===== src/rtl/mh64_pkg.sv =====
// Shared types and constants for the MurmurHash64A block.
// No dependencies; mh64_front, mh64_queue, mh64_mul, mh64_back and the top import this package.
package mh64_pkg;

	localparam logic [63:0] MUR_M = 64'hc6a4a7935bd1e995;
	localparam int unsigned MUR_R = 47;

	localparam int unsigned QUEUE_DEPTH = 2;
	localparam int unsigned QPTR_W = $clog2(QUEUE_DEPTH);
	localparam int unsigned QCNT_W = $clog2(QUEUE_DEPTH + 1);

	// one classified key word as it travels from the front end to the back end
	typedef struct packed {
		logic [63:0] word;       // raw word for a full word, masked low bytes for a tail
		logic [31:0] key_length;
		logic        first_item;
		logic        last_item;
		logic        full;
		logic        tail;
	} item_t;

	typedef enum logic [2:0] {
		ST_IDLE,
		ST_SEED,
		ST_K1,
		ST_K2,
		ST_H,
		ST_FIN
	} state_t;

	typedef struct packed {
		logic busy;
		logic fin;
	} back_stat_t;

endpackage


===== src/rtl/mh64_in_if.sv =====
// Input channel of the hash block: valid/ready handshake and one key word.
// Depends on nothing.
interface mh64_in_if;
	logic        valid;
	logic        ready;
	logic [63:0] data_word;
	logic [3:0]  byte_count;
	logic        first_item;
	logic        last_item;
	logic [31:0] key_length;

	modport source (output valid, output data_word, output byte_count, output first_item,
		output last_item, output key_length, input ready);
	modport sink (input valid, input data_word, input byte_count, input first_item,
		input last_item, input key_length, output ready);
endinterface


===== src/rtl/mh64_out_if.sv =====
// Output channel of the hash block: valid/ready handshake and the 64-bit hash.
// Depends on nothing.
interface mh64_out_if;
	logic        valid;
	logic        ready;
	logic [63:0] hash_value;

	modport source (output valid, output hash_value, input ready);
	modport sink (input valid, input hash_value, output ready);
endinterface


===== src/rtl/mh64_front.sv =====
// Front end: classifies an incoming key word as full, tail or empty and masks tail bytes.
// Depends on mh64_pkg.
module mh64_front import mh64_pkg::*; (
	input  logic [63:0] data_word,
	input  logic [3:0]  byte_count,
	input  logic        first_item,
	input  logic        last_item,
	input  logic [31:0] key_length,
	output item_t       item
);

	logic [63:0] byte_mask;
	logic        full;

	// counts of 8 and above mix as a full word
	assign full = byte_count[3];

	always_comb begin
		for (int i = 0; i < 8; i++) begin
			byte_mask[i*8 +: 8] = (3'(i) < byte_count[2:0]) ? 8'hff : 8'h00;
		end
	end

	always_comb begin
		item.word       = full ? data_word : (data_word & byte_mask);
		item.key_length = key_length;
		item.first_item = first_item;
		item.last_item  = last_item;
		item.full       = full;
		item.tail       = !full && (byte_count[2:0] != 3'd0);
	end

endmodule


===== src/rtl/mh64_queue.sv =====
// Short item queue between the front end and the back end.
// Depends on mh64_pkg (item_t, QUEUE_DEPTH).
module mh64_queue import mh64_pkg::*; (
	input  logic  clk,
	input  logic  arst_n,
	input  logic  push_valid,
	output logic  push_ready,
	input  item_t push_item,
	output logic  pop_valid,
	input  logic  pop,
	output item_t pop_item
);

	item_t              mem_q [QUEUE_DEPTH];
	logic [QPTR_W-1:0]  wr_ptr_q;
	logic [QPTR_W-1:0]  rd_ptr_q;
	logic [QCNT_W-1:0]  cnt_q;
	logic               do_push;
	logic               do_pop;

	assign push_ready = (cnt_q != QCNT_W'(QUEUE_DEPTH));
	assign pop_valid  = (cnt_q != '0);
	assign pop_item   = mem_q[rd_ptr_q];
	assign do_push    = push_valid && push_ready;
	assign do_pop     = pop && pop_valid;

	always_ff @(posedge clk) begin
		if (do_push) begin
			mem_q[wr_ptr_q] <= push_item;
		end
	end

	always_ff @(posedge clk or negedge arst_n) begin
		if (!arst_n) begin
			wr_ptr_q <= '0;
			rd_ptr_q <= '0;
			cnt_q    <= '0;
		end else begin
			if (do_push) begin
				wr_ptr_q <= (wr_ptr_q == QPTR_W'(QUEUE_DEPTH - 1)) ? '0 : wr_ptr_q + 1'b1;
			end
			if (do_pop) begin
				rd_ptr_q <= (rd_ptr_q == QPTR_W'(QUEUE_DEPTH - 1)) ? '0 : rd_ptr_q + 1'b1;
			end
			if (do_push && !do_pop) begin
				cnt_q <= cnt_q + 1'b1;
			end else if (do_pop && !do_push) begin
				cnt_q <= cnt_q - 1'b1;
			end
		end
	end

endmodule


===== src/rtl/mh64_mul.sv =====
// Multiplier by the constant M, low 64 bits of the product.
// Depends on mh64_pkg (MUR_M). Partial products are registered, the sum follows.
module mh64_mul import mh64_pkg::*; (
	input  logic        clk,
	input  logic        load,
	input  logic [63:0] a,
	output logic [63:0] prod
);

	logic [63:0] pp_ll_q;
	logic [31:0] pp_hl_q;
	logic [31:0] pp_lh_q;

	// only the low 32 bits of the cross products reach the low 64 bits of the result
	always_ff @(posedge clk) begin
		if (load) begin
			pp_ll_q <= 64'(a[31:0]) * 64'(MUR_M[31:0]);
			pp_hl_q <= 32'(a[63:32] * MUR_M[31:0]);
			pp_lh_q <= 32'(a[31:0] * MUR_M[63:32]);
		end
	end

	assign prod = pp_ll_q + {pp_hl_q + pp_lh_q, 32'd0};

endmodule


===== src/rtl/mh64_back.sv =====
// Back end: sequences seed, word mix and finalization through one shared multiplier.
// Depends on mh64_pkg and mh64_mul.
module mh64_back import mh64_pkg::*; (
	input  logic        clk,
	input  logic        arst_n,
	input  logic        q_valid,
	output logic        q_pop,
	input  item_t       q_item,
	output logic        out_valid,
	input  logic        out_ready,
	output logic [63:0] hash_value,
	output back_stat_t  stat
);

	state_t      state_q;
	state_t      state_d;
	logic        phase_q;
	logic        phase_d;
	logic        step_done;
	item_t       cur_q;
	logic [63:0] x_q;
	logic [63:0] h_q;
	logic [63:0] hash_q;
	logic        out_valid_q;
	logic [63:0] mul_a;
	logic [63:0] prod;

	function automatic state_t after_seed(item_t it);
		state_t s;
		if (it.full) begin
			s = ST_K1;
		end else if (it.tail) begin
			s = ST_H;
		end else if (it.last_item) begin
			s = ST_FIN;
		end else begin
			s = ST_IDLE;
		end
		return s;
	endfunction

	mh64_mul u_mul (
		.clk  (clk),
		.load (!phase_q),
		.a    (mul_a),
		.prod (prod)
	);

	always_ff @(posedge clk or negedge arst_n) begin
		if (!arst_n) begin
			state_q <= ST_IDLE;
			phase_q <= 1'b0;
		end else begin
			state_q <= state_d;
			phase_q <= phase_d;
		end
	end

	always_comb begin
		state_d   = state_q;
		phase_d   = phase_q;
		q_pop     = 1'b0;
		step_done = 1'b0;
		mul_a     = '0;
		case (state_q)
			ST_IDLE: begin
				q_pop = q_valid;
				if (q_valid) begin
					state_d = q_item.first_item ? ST_SEED : after_seed(q_item);
				end
			end
			ST_SEED: mul_a = {32'd0, cur_q.key_length};
			ST_K1:   mul_a = cur_q.word;
			ST_K2:   mul_a = x_q;
			ST_H:    mul_a = h_q ^ x_q;
			ST_FIN:  mul_a = h_q ^ (h_q >> MUR_R);
			default: mul_a = '0;
		endcase
		if (state_q != ST_IDLE) begin
			if (!phase_q) begin
				phase_d = 1'b1;
			end else if (state_q != ST_FIN || !out_valid_q || out_ready) begin
				// hold finalization while the previous hash still waits at the output
				phase_d   = 1'b0;
				step_done = 1'b1;
				case (state_q)
					ST_SEED: state_d = after_seed(cur_q);
					ST_K1:   state_d = ST_K2;
					ST_K2:   state_d = ST_H;
					ST_H:    state_d = cur_q.last_item ? ST_FIN : ST_IDLE;
					default: state_d = ST_IDLE;
				endcase
			end
		end
	end

	always_ff @(posedge clk) begin
		if (q_pop) begin
			cur_q <= q_item;
			x_q   <= q_item.word;
		end
		if (step_done) begin
			case (state_q)
				ST_K1:   x_q <= prod ^ (prod >> MUR_R);
				ST_K2:   x_q <= prod;
				ST_FIN:  hash_q <= prod ^ (prod >> MUR_R);
				default: ;
			endcase
		end
	end

	// running hash starts from zero after reset
	always_ff @(posedge clk or negedge arst_n) begin
		if (!arst_n) begin
			h_q <= '0;
		end else if (step_done && (state_q inside {ST_SEED, ST_H})) begin
			h_q <= prod;
		end
	end

	always_ff @(posedge clk or negedge arst_n) begin
		if (!arst_n) begin
			out_valid_q <= 1'b0;
		end else if (step_done && state_q == ST_FIN) begin
			out_valid_q <= 1'b1;
		end else if (out_ready) begin
			out_valid_q <= 1'b0;
		end
	end

	assign out_valid  = out_valid_q;
	assign hash_value = hash_q;
	assign stat.busy  = (state_q != ST_IDLE);
	assign stat.fin   = (state_q == ST_FIN);

endmodule


===== src/rtl/murmur2_64a_hash_top.sv =====
// MurmurHash64A (seed 0) over a key fed as 64-bit little-endian words. A two-entry
// queue takes words while the back end works; the back end handles one word at a
// time through one multiplier by M. Per word, once it is pulled from the queue: no
// multiply step for a word of 0 bytes, the H step for a tail word, the K1, K2 and
// H steps for a full word; the first word of a key adds the seed step and the last
// adds finalization, held while the previous hash waits at the output. The hash is
// held in an output register, so the next key can start while it waits to be taken.
// Depends on mh64_pkg, mh64_in_if, mh64_out_if, mh64_front, mh64_queue, mh64_back.
module murmur2_64a_hash_top import mh64_pkg::*; (
	input  logic       clk,
	input  logic       arst_n,
	mh64_in_if.sink    in_ch,
	mh64_out_if.source out_ch
);

	item_t      front_item;
	item_t      q_item;
	logic       q_valid;
	logic       q_pop;
	logic       q_in_ready;
	back_stat_t stat;

	mh64_front u_front (
		.data_word  (in_ch.data_word),
		.byte_count (in_ch.byte_count),
		.first_item (in_ch.first_item),
		.last_item  (in_ch.last_item),
		.key_length (in_ch.key_length),
		.item       (front_item)
	);

	mh64_queue u_queue (
		.clk        (clk),
		.arst_n     (arst_n),
		.push_valid (in_ch.valid),
		.push_ready (q_in_ready),
		.push_item  (front_item),
		.pop_valid  (q_valid),
		.pop        (q_pop),
		.pop_item   (q_item)
	);

	assign in_ch.ready = q_in_ready;

	mh64_back u_back (
		.clk        (clk),
		.arst_n     (arst_n),
		.q_valid    (q_valid),
		.q_pop      (q_pop),
		.q_item     (q_item),
		.out_valid  (out_ch.valid),
		.out_ready  (out_ch.ready),
		.hash_value (out_ch.hash_value),
		.stat       (stat)
	);

`ifndef ASSERT_OFF
	a_pop_needs_item: assert property (@(posedge clk) disable iff (!arst_n)
		q_pop |-> q_valid)
		else $error("back end popped an empty queue");

	a_empty_takes_input: assert property (@(posedge clk) disable iff (!arst_n)
		!q_valid |-> q_in_ready)
		else $error("empty queue refuses input");

	a_result_from_fin: assert property (@(posedge clk) disable iff (!arst_n)
		$rose(out_ch.valid) |-> $past(stat.fin))
		else $error("hash shown without finalization");

	a_pop_only_idle: assert property (@(posedge clk) disable iff (!arst_n)
		q_pop |-> !stat.busy)
		else $error("item pulled while back end busy");
`endif

endmodule

===== src/flat_wrapper.sv =====
// flat-port wrapper written by rule: the top's interface ports become plain ports
module murmur2_64a_hash_top_flat import mh64_pkg::*;
  (clk, arst_n, in_ch_valid, in_ch_data_word, in_ch_byte_count, in_ch_first_item, in_ch_last_item, in_ch_key_length, in_ch_ready, out_ch_valid, out_ch_hash_value, out_ch_ready);
  mh64_in_if in_ch_i ();
  mh64_out_if out_ch_i ();
  input  logic clk;
  input  logic arst_n;
  input wire logic [$bits(in_ch_i.valid)-1:0] in_ch_valid;
  input wire logic [$bits(in_ch_i.data_word)-1:0] in_ch_data_word;
  input wire logic [$bits(in_ch_i.byte_count)-1:0] in_ch_byte_count;
  input wire logic [$bits(in_ch_i.first_item)-1:0] in_ch_first_item;
  input wire logic [$bits(in_ch_i.last_item)-1:0] in_ch_last_item;
  input wire logic [$bits(in_ch_i.key_length)-1:0] in_ch_key_length;
  output wire logic [$bits(in_ch_i.ready)-1:0] in_ch_ready;
  output wire logic [$bits(out_ch_i.valid)-1:0] out_ch_valid;
  output wire logic [$bits(out_ch_i.hash_value)-1:0] out_ch_hash_value;
  input wire logic [$bits(out_ch_i.ready)-1:0] out_ch_ready;
  assign in_ch_i.valid = in_ch_valid;
  assign in_ch_i.data_word = in_ch_data_word;
  assign in_ch_i.byte_count = in_ch_byte_count;
  assign in_ch_i.first_item = in_ch_first_item;
  assign in_ch_i.last_item = in_ch_last_item;
  assign in_ch_i.key_length = in_ch_key_length;
  assign in_ch_ready = in_ch_i.ready;
  assign out_ch_valid = out_ch_i.valid;
  assign out_ch_hash_value = out_ch_i.hash_value;
  assign out_ch_i.ready = out_ch_ready;
  murmur2_64a_hash_top u_core (.clk(clk), .arst_n(arst_n), .in_ch(in_ch_i), .out_ch(out_ch_i));
endmodule

===== config.mk =====
export PLATFORM = sky130hd
export DESIGN_NAME = murmur2_64a_hash_top_flat
export DESIGN_NICKNAME = d
export VERILOG_FILES = /design/src/rtl/mh64_pkg.sv /design/src/rtl/mh64_in_if.sv /design/src/rtl/mh64_out_if.sv /design/src/rtl/mh64_front.sv /design/src/rtl/mh64_queue.sv /design/src/rtl/mh64_mul.sv /design/src/rtl/mh64_back.sv /design/src/rtl/murmur2_64a_hash_top.sv /design/src/flat_wrapper.sv
export SDC_FILE = /design/constraint.sdc
export NUM_CORES = 2
export LEC_CHECK = 0
export BUFFER_PORTS_ARGS = -buffer_cell sky130_fd_sc_hd__buf_4
export CORE_MARGIN = 2
export CORE_UTILIZATION = 40
export CTS_CLUSTER_SIZE = 20
export DETAILED_ROUTE_END_ITERATION = 10
export PLACE_DENSITY_LB_ADDON = 0.08
export SYNTH_ARGS = -nofsm -noshare
export SYNTH_HDL_FRONTEND = slang
export SYNTH_SLANG_ARGS = --single-unit

===== constraint.sdc =====
create_clock -name clk -period 9.9 [get_ports clk]
set_clock_uncertainty 0.1 [all_clocks]
set_input_delay 0.495 -clock clk [delete_from_list [all_inputs] [get_ports clk]]
set_output_delay 0.495 -clock clk [all_outputs]
set_load 0.05 [all_outputs]

# ---- Word level (Yosys, flattened, before mapping)
# Memory sizes are Yosys's and may differ from the RTL's.
# Index checks and enable logic that the tools add are counted.
dict set report totals {
  romBits 0
  ram_bits 200
  latch_bits 0
  memories 1
  word_cells 107
  reg_bits 427
}
dict set report classes {
  n_addsub 6
  n_reduce_logical 21
  n_shift 0
  n_bitwise 4
  order_cmp 8
  n_mul 3
  n_div 0
  eq_ne 7
  n_mux 40
}
# name words word_bits rd rd_clocked_by_memory_dff write_ports line_no
set memory_table {}
lappend memory_table {u_core.u_queue.mem_q 2 100 1 0 1 mh64_queue.sv:14} ;# item_t mem_q [QUEUE_DEPTH];
# operator n
set ops {}
lappend ops {{$pmux 64 s5} 1}
lappend ops {{$mux 64} 3}
lappend ops {{$pmux 64 s2} 1}
lappend ops {{$xor 64x17->64} 2}
lappend ops {{$add 63x64->64} 1}
lappend ops {{$and 64x64->64} 1}
lappend ops {{$mul 32x31->32 const B} 2}
lappend ops {{$mux 8} 8}
lappend ops {{$xor 64x64->64} 1}
lappend ops {{$mul 32x31->63 const B} 1}
lappend ops {{$mux 3} 12}
lappend ops {{$add 32x32->32} 1}
lappend ops {{$lt 3x3->1 const A} 4}
lappend ops {{$mux 1} 12}
lappend ops {{$pmux 3 s4} 1}
lappend ops {{$reduce_bool 2->1} 4}
lappend ops {{$logic_and 1x1->1} 7}
lappend ops {{$eq 3x2->1 const B} 2}
lappend ops {{$eq 3x3->1 const B} 2}
lappend ops {{$lt 1x3->1 const A} 2}
lappend ops {{$lt 2x3->1 const A} 2}
lappend ops {{$reduce_bool 3->1} 2}
lappend ops {{$logic_not 1->1} 4}
lappend ops {{$mux 2} 2}
lappend ops {{9 further kinds} 11}

# ---- Depth between registers and ports, before layout
# An unclocked memory read counts as a cell.
dict set report logic_depth {
  ltp_word 10
  mapped_depth 36
  mapped_depth_nobuf 33
}

# ---- Modules after synthesis
# From an unflattened synthesis, not the netlist that was laid out.
dict set report unflattened {
  hier_cells 5569
  hier_area_um2 63628.5
}
# module area_per_inst_um2 cells_each n_inst
set modules_own_cells {}
lappend modules_own_cells {mh64_mul 41728.8 4078 1}
lappend modules_own_cells {mh64_back 13277.7 1051 1}
lappend modules_own_cells {mh64_queue 7860.0 329 1}
lappend modules_own_cells {mh64_front 762.0 111 1}

# ---- Worst setup path after synthesis
# Ideal clock, no wire load.
dict set report synth_timing {
  path_type {reg2reg}
  startpoint {register u_core.u_back.state_q[1]}
  endpoint {register u_core.u_back.u_mul.pp_ll_q[56] (data pin)}
  slack_ns 0.316
  period_less_slack_ns 9.584
  path_stages_with_launch 33
  setup_time_ns 0.255
  arrival_ns 9.228
  required_ns 9.545
  cell_sequence {dfrtp_1 -> buf_1 -> clkbuf_1 -> clkbuf_1 -> mux2i_1 -> nor2_1 -> a21oi_1 -> o221ai_1 -> inv_1 -> fa_1 -> fa_1 -> fa_1 -> inv_1 -> fa_1 -> fa_1 -> fa_1 -> fa_1 -> inv_1 -> fa_1 -> inv_1 -> ha_1 -> buf_2 -> a21o_1 -> a21oi_1 -> o31ai_1 -> a21oi_1 -> o311a_1 -> a22oi_1 -> a311o_1 -> a21o_1 -> a221oi_2 -> or4_1 -> and3_1}
}
dict set report synth_via {
  elab_chain_cells 3
}
# item line_no
set synth_lines {}
lappend synth_lines {{start: declaration} mh64_back.sv:15} ;# state_t state_q;
lappend synth_lines {{start signal: assignment} mh64_back.sv:54} ;# state_q <= state_d;
lappend synth_lines {{$eq 3x3->1 (tied with other cells)} mh64_back.sv:65} ;# case (state_q)
lappend synth_lines {{$pmux 64 s5 *} mh64_back.sv:65}
lappend synth_lines {{$mul 32x31->63 *} mh64_mul.sv:17} ;# pp_ll_q <= 64'(a[31:0]) * 64'(MUR_M[31:0]);
lappend synth_lines {{end signal: assignment} mh64_mul.sv:17}
lappend synth_lines {{end: declaration} mh64_mul.sv:10} ;# logic [63:0] pp_ll_q;
# Mark *: on every way between the ends. The rest lies on a longest branch, timed or not.
# A chain may end at the register's enable or synchronous reset.

# ---- Final worst setup path
dict set report layout_timing {
  startpoint {register u_core.u_back.state_q[0]}
  endpoint {register u_core.u_back.u_mul.pp_ll_q[60] (data pin)}
}
# The elaborated chain is that of the path after synthesis.

==> flow_summary_export.csv <==
group,metric,value,unit
run_status,outcome,"completed",
logic_synthesis,yosys_register_bits,626,
global_route,antenna_found_initial,8,
routing,vias_per_cell,5.10,
final_layout,syn_to_final_growth,12.1,%
clocking,cts_htree_levels,3,
routing,vias,41200,
routing,drtAntennaViolNets,0,
min_path,min_path_type,"primary input to flop",
final_layout,insertedDiodeCount,0,
sta,tns,0,ps
clocking,cts_buffer_depth,3,
setup_path,crit_type,"flop to flop",
sta,grt_setup_unrepaired,"no",
floorplanning,initial_core_util,0.402,
floorplanning,rows,145,
routing,wire_per_inst,25.0,µm
flow_run,drv_cap,0,
global_route,grt_pass1_wl,299000,µm
floorplanning,die_x,400,µm
sta,timing.final.crit_share,0.960,
setup_path,reg2reg_slack,400,ps
placement,dp_hpwl,169000,µm
logic_synthesis,synth_nets,7397,
logic_synthesis,ys_seq_area_frac,0.284,
logic_synthesis,synthDistinctLibCells,87,
sta,setup_violations,0,
logic_synthesis,synth_ff_type,"edfxtp_1",
logic_synthesis,synth_top_area_cell,"fa_1",
routing,drc,0,
sta,final-hold-violation-count,0,
global_route,grt_pass1_vias,44100,
floorplanning,core_area,0.156,mm²
logic_synthesis,yosysTopAreaCellShare,0.244,
logic_synthesis,syn_area_per_cell,11.1,µm²
setup_path,slowest_stage,"fa_1",
final_layout,layout_common_cells,"1278 x inv_1, 873 x ha_1, 764 x fa_1, 489 x edfxtp_1, 304 x nand2_1",
clocking,cts_sinks,626,
global_route,grt_use_total,0.261,
logic_synthesis,synth_area,0.0626,mm²
setup_path,cp-end-kind,"flop",
sta,slew_headroom,0.120,
final_layout,nets,7702,
clocking,worstSkewPairLatency,700,ps
floorplanning,dieArea,0.160,mm²
clocking,cts_tree,"yes",
routing,firstDrtPassIters,6,
sta,fmax,105,MHz
floorplanning,io_pins,172,
routing,drtIter0Drc,2780,
logic_synthesis,yosysWarnings,0,
clocking,root_buffer,"clkbuf_16",
placement,place.gp.congestion,1.03,
logic_synthesis,synth_area_leaders,"fa_1 24%, edfxtp_1 23%, ha_1 17%",
logic_synthesis,syn_inst,5654,
setup_path,critPathMaxStageDelay,610,ps
global_route,grt-ovfl-total,0,
setup_path,cp_max_fo,14,
sta,tightestPinTransition,1310,ps
global_route,grt_max_degree,84,
setup_path,critical_path_required,10180,ps
clocking,numCtsBuffers,74,
setup_path,cpMostUsedCell,"fa_1",
sta,drv_slew,0,
logic_synthesis,synthArstFlopShare,0.117,
final_layout,layout-drive-gt1-share,0.0978,
logic_synthesis,synth_edf_count,489,
floorplanning,die-height,400,µm
sta,period_needed,9500,ps
final_layout,final_common_cell,"inv_1",
placement,io_buffers,171,
setup_path,arrival,9780,ps
routing,routed_wirelength,202000,µm
clocking,path_clk_slew,60,ps
setup_path,crit_path_start_kind,"flop",
[metrics by stage]
| step | area (µm²) | hold WS [ps] | worst slack, ps | util | instances |
|---|---|---|---|---|---|
| 5_1_grt | 70200 | 26.1 | 10.3 | 0.450 | 8079 |
| 4_1_cts | 70200 | 0.0289 | 512 | 0.450 | 8079 |
| 6_report | 70200 | 46.1 | 399 | 0.450 | 8079 |
| 2_1_floorplan | 62600 | 99.4 | 316 | - | 5654 |
| 3_3_place_gp | 67200 | 377 | 648 | 0.431 | 7902 |
| 3_5_place_dp | 67200 | 375 | 601 | 0.431 | 7902 |
[Yosys cell counts, types with 17 or more instances]
cell	count
a21oi_1	200
mux2i_1	149
xor2_1	65
xnor2_1	247
fa_1	764
nor2b_1	133
and2_1	21
a21o_1	73
nand3_1	36
mux2_2	98
nor2_1	133
a31oi_1	22
o21bai_1	21
dfxtp_1	64
a211oi_1	24
nand2b_1	26
o21ai_0	124
o21a_1	21
nand2_1	305
o22ai_1	43
ha_1	873
nor3_1	32
dfrtp_1	73
clkbuf_1	78
and3_1	23
buf_1	17
edfxtp_1	489
inv_1	1280
[critical path, delay by kind of cell (launching register included)]
| kind | cells | cell delay (ps) |
|---|---|---|
| AO/OA/AOI/OAI | 12 | 2890 |
| XOR/XNOR | 1 | 110 |
| adder cells (fa/ha/maj) | 9 | 4510 |
| buffers and inverters | 5 | 600 |
| flip-flops | 1 | 530 |
| AND/OR/NAND/NOR | 2 | 430 |
[kinds of logic (layout without fill, tap and decap cells)]
| logic type | Yosys count | in the layout | share of synthesized area |
|---|---|---|---|
| buf+inv | 1390 | 1757 | 0.0837 |
| mux | 247 | 247 | 0.0415 |
| simple gates | 770 | 770 | 0.0587 |
| xor+xnor | 314 | 314 | 0.0442 |
| flops | 626 | 626 | 0.284 |
| fa+ha+maj | 1637 | 1637 | 0.419 |
| compound gates | 670 | 670 | 0.0688 |
[worst paths after layout]
check,cells past startpoint,from,endpoint
setup / recovery,29,u_core.u_back.state_q[0]$_DFF_PN0_,u_core.u_back.u_mul.pp_ll_q[60]$_DFFE_PN_
hold / removal,2,in_ch_data_word[36],u_core.u_queue.mem_q[0][72]$_DFFE_PP_
setup reg to reg,29,u_core.u_back.state_q[0]$_DFF_PN0_,u_core.u_back.u_mul.pp_ll_q[60]$_DFFE_PN_
hold reg to reg,2,u_core.u_back.h_q[45]$_DFFE_PN0P_,u_core.u_back.h_q[45]$_DFFE_PN0P_
max in group asynchronous,3,arst_n,u_core.u_queue.rd_ptr_q$_DFFE_PN0P_
min in group asynchronous,2,arst_n,u_core.u_back.h_q[48]$_DFFE_PN0P_
[repair_timing]
item	in CTS	in global routing
hold endpoints to repair	102	0
setup buffers	0	0
hold buffers	39	0
setup endpoints to repair	0	1
gates resized for setup	0	1
[state kept, by name (all words and copies together), names as in the netlist]
| signal | cells |
|---|---|
| u_core.u_back.cur_q | 99 |
| u_core.u_back.x_q | 64 |
| u_core.u_back.state_q | 3 |
| u_core.u_back.hash_value | 64 |
| u_core.u_back.out_valid | 1 |
| u_core.u_back.phase_q | 1 |
| u_core.u_queue.wr_ptr_q | 1 |
| u_core.u_queue.mem_q | 200 |
| u_core.u_queue.rd_ptr_q | 1 |
| u_core.u_back.u_mul.pp_ll_q | 62 |
| u_core.u_queue.cnt_q | 2 |
| u_core.u_back.u_mul.pp_hl_q | 32 |
| u_core.u_back.h_q | 64 |
| u_core.u_back.u_mul.pp_lh_q | 32 |
[cell type report]
| class | instances | area, µm² |
|---|---|---|
| Timing Repair Buffer | 338 | 2660 |
| Multi-Input combinational cell | 3638 | 39800 |
| Inverter | 1281 | 4820 |
| Fill cell | 14700 | 85700 |
| Tap cell | 2058 | 2570 |
| Sequential cell | 626 | 17800 |
| Clock inverter | 33 | 438 |
| Clock buffer | 105 | 2120 |
[per-layer routing]
| layer | global-route usage | wire length, µm |
|---|---|---|
| met1 | 0.351 | 89200 |
| met2 | 0.428 | 94900 |
| met3 | 0.0414 | 10500 |
| met4 | 0.0853 | 7530 |
| met5 | 0 | 59 |
Power is left out: the tool's default activity adds up to more than one toggle a clock period on the data nets, which glitch-free logic cannot reach.
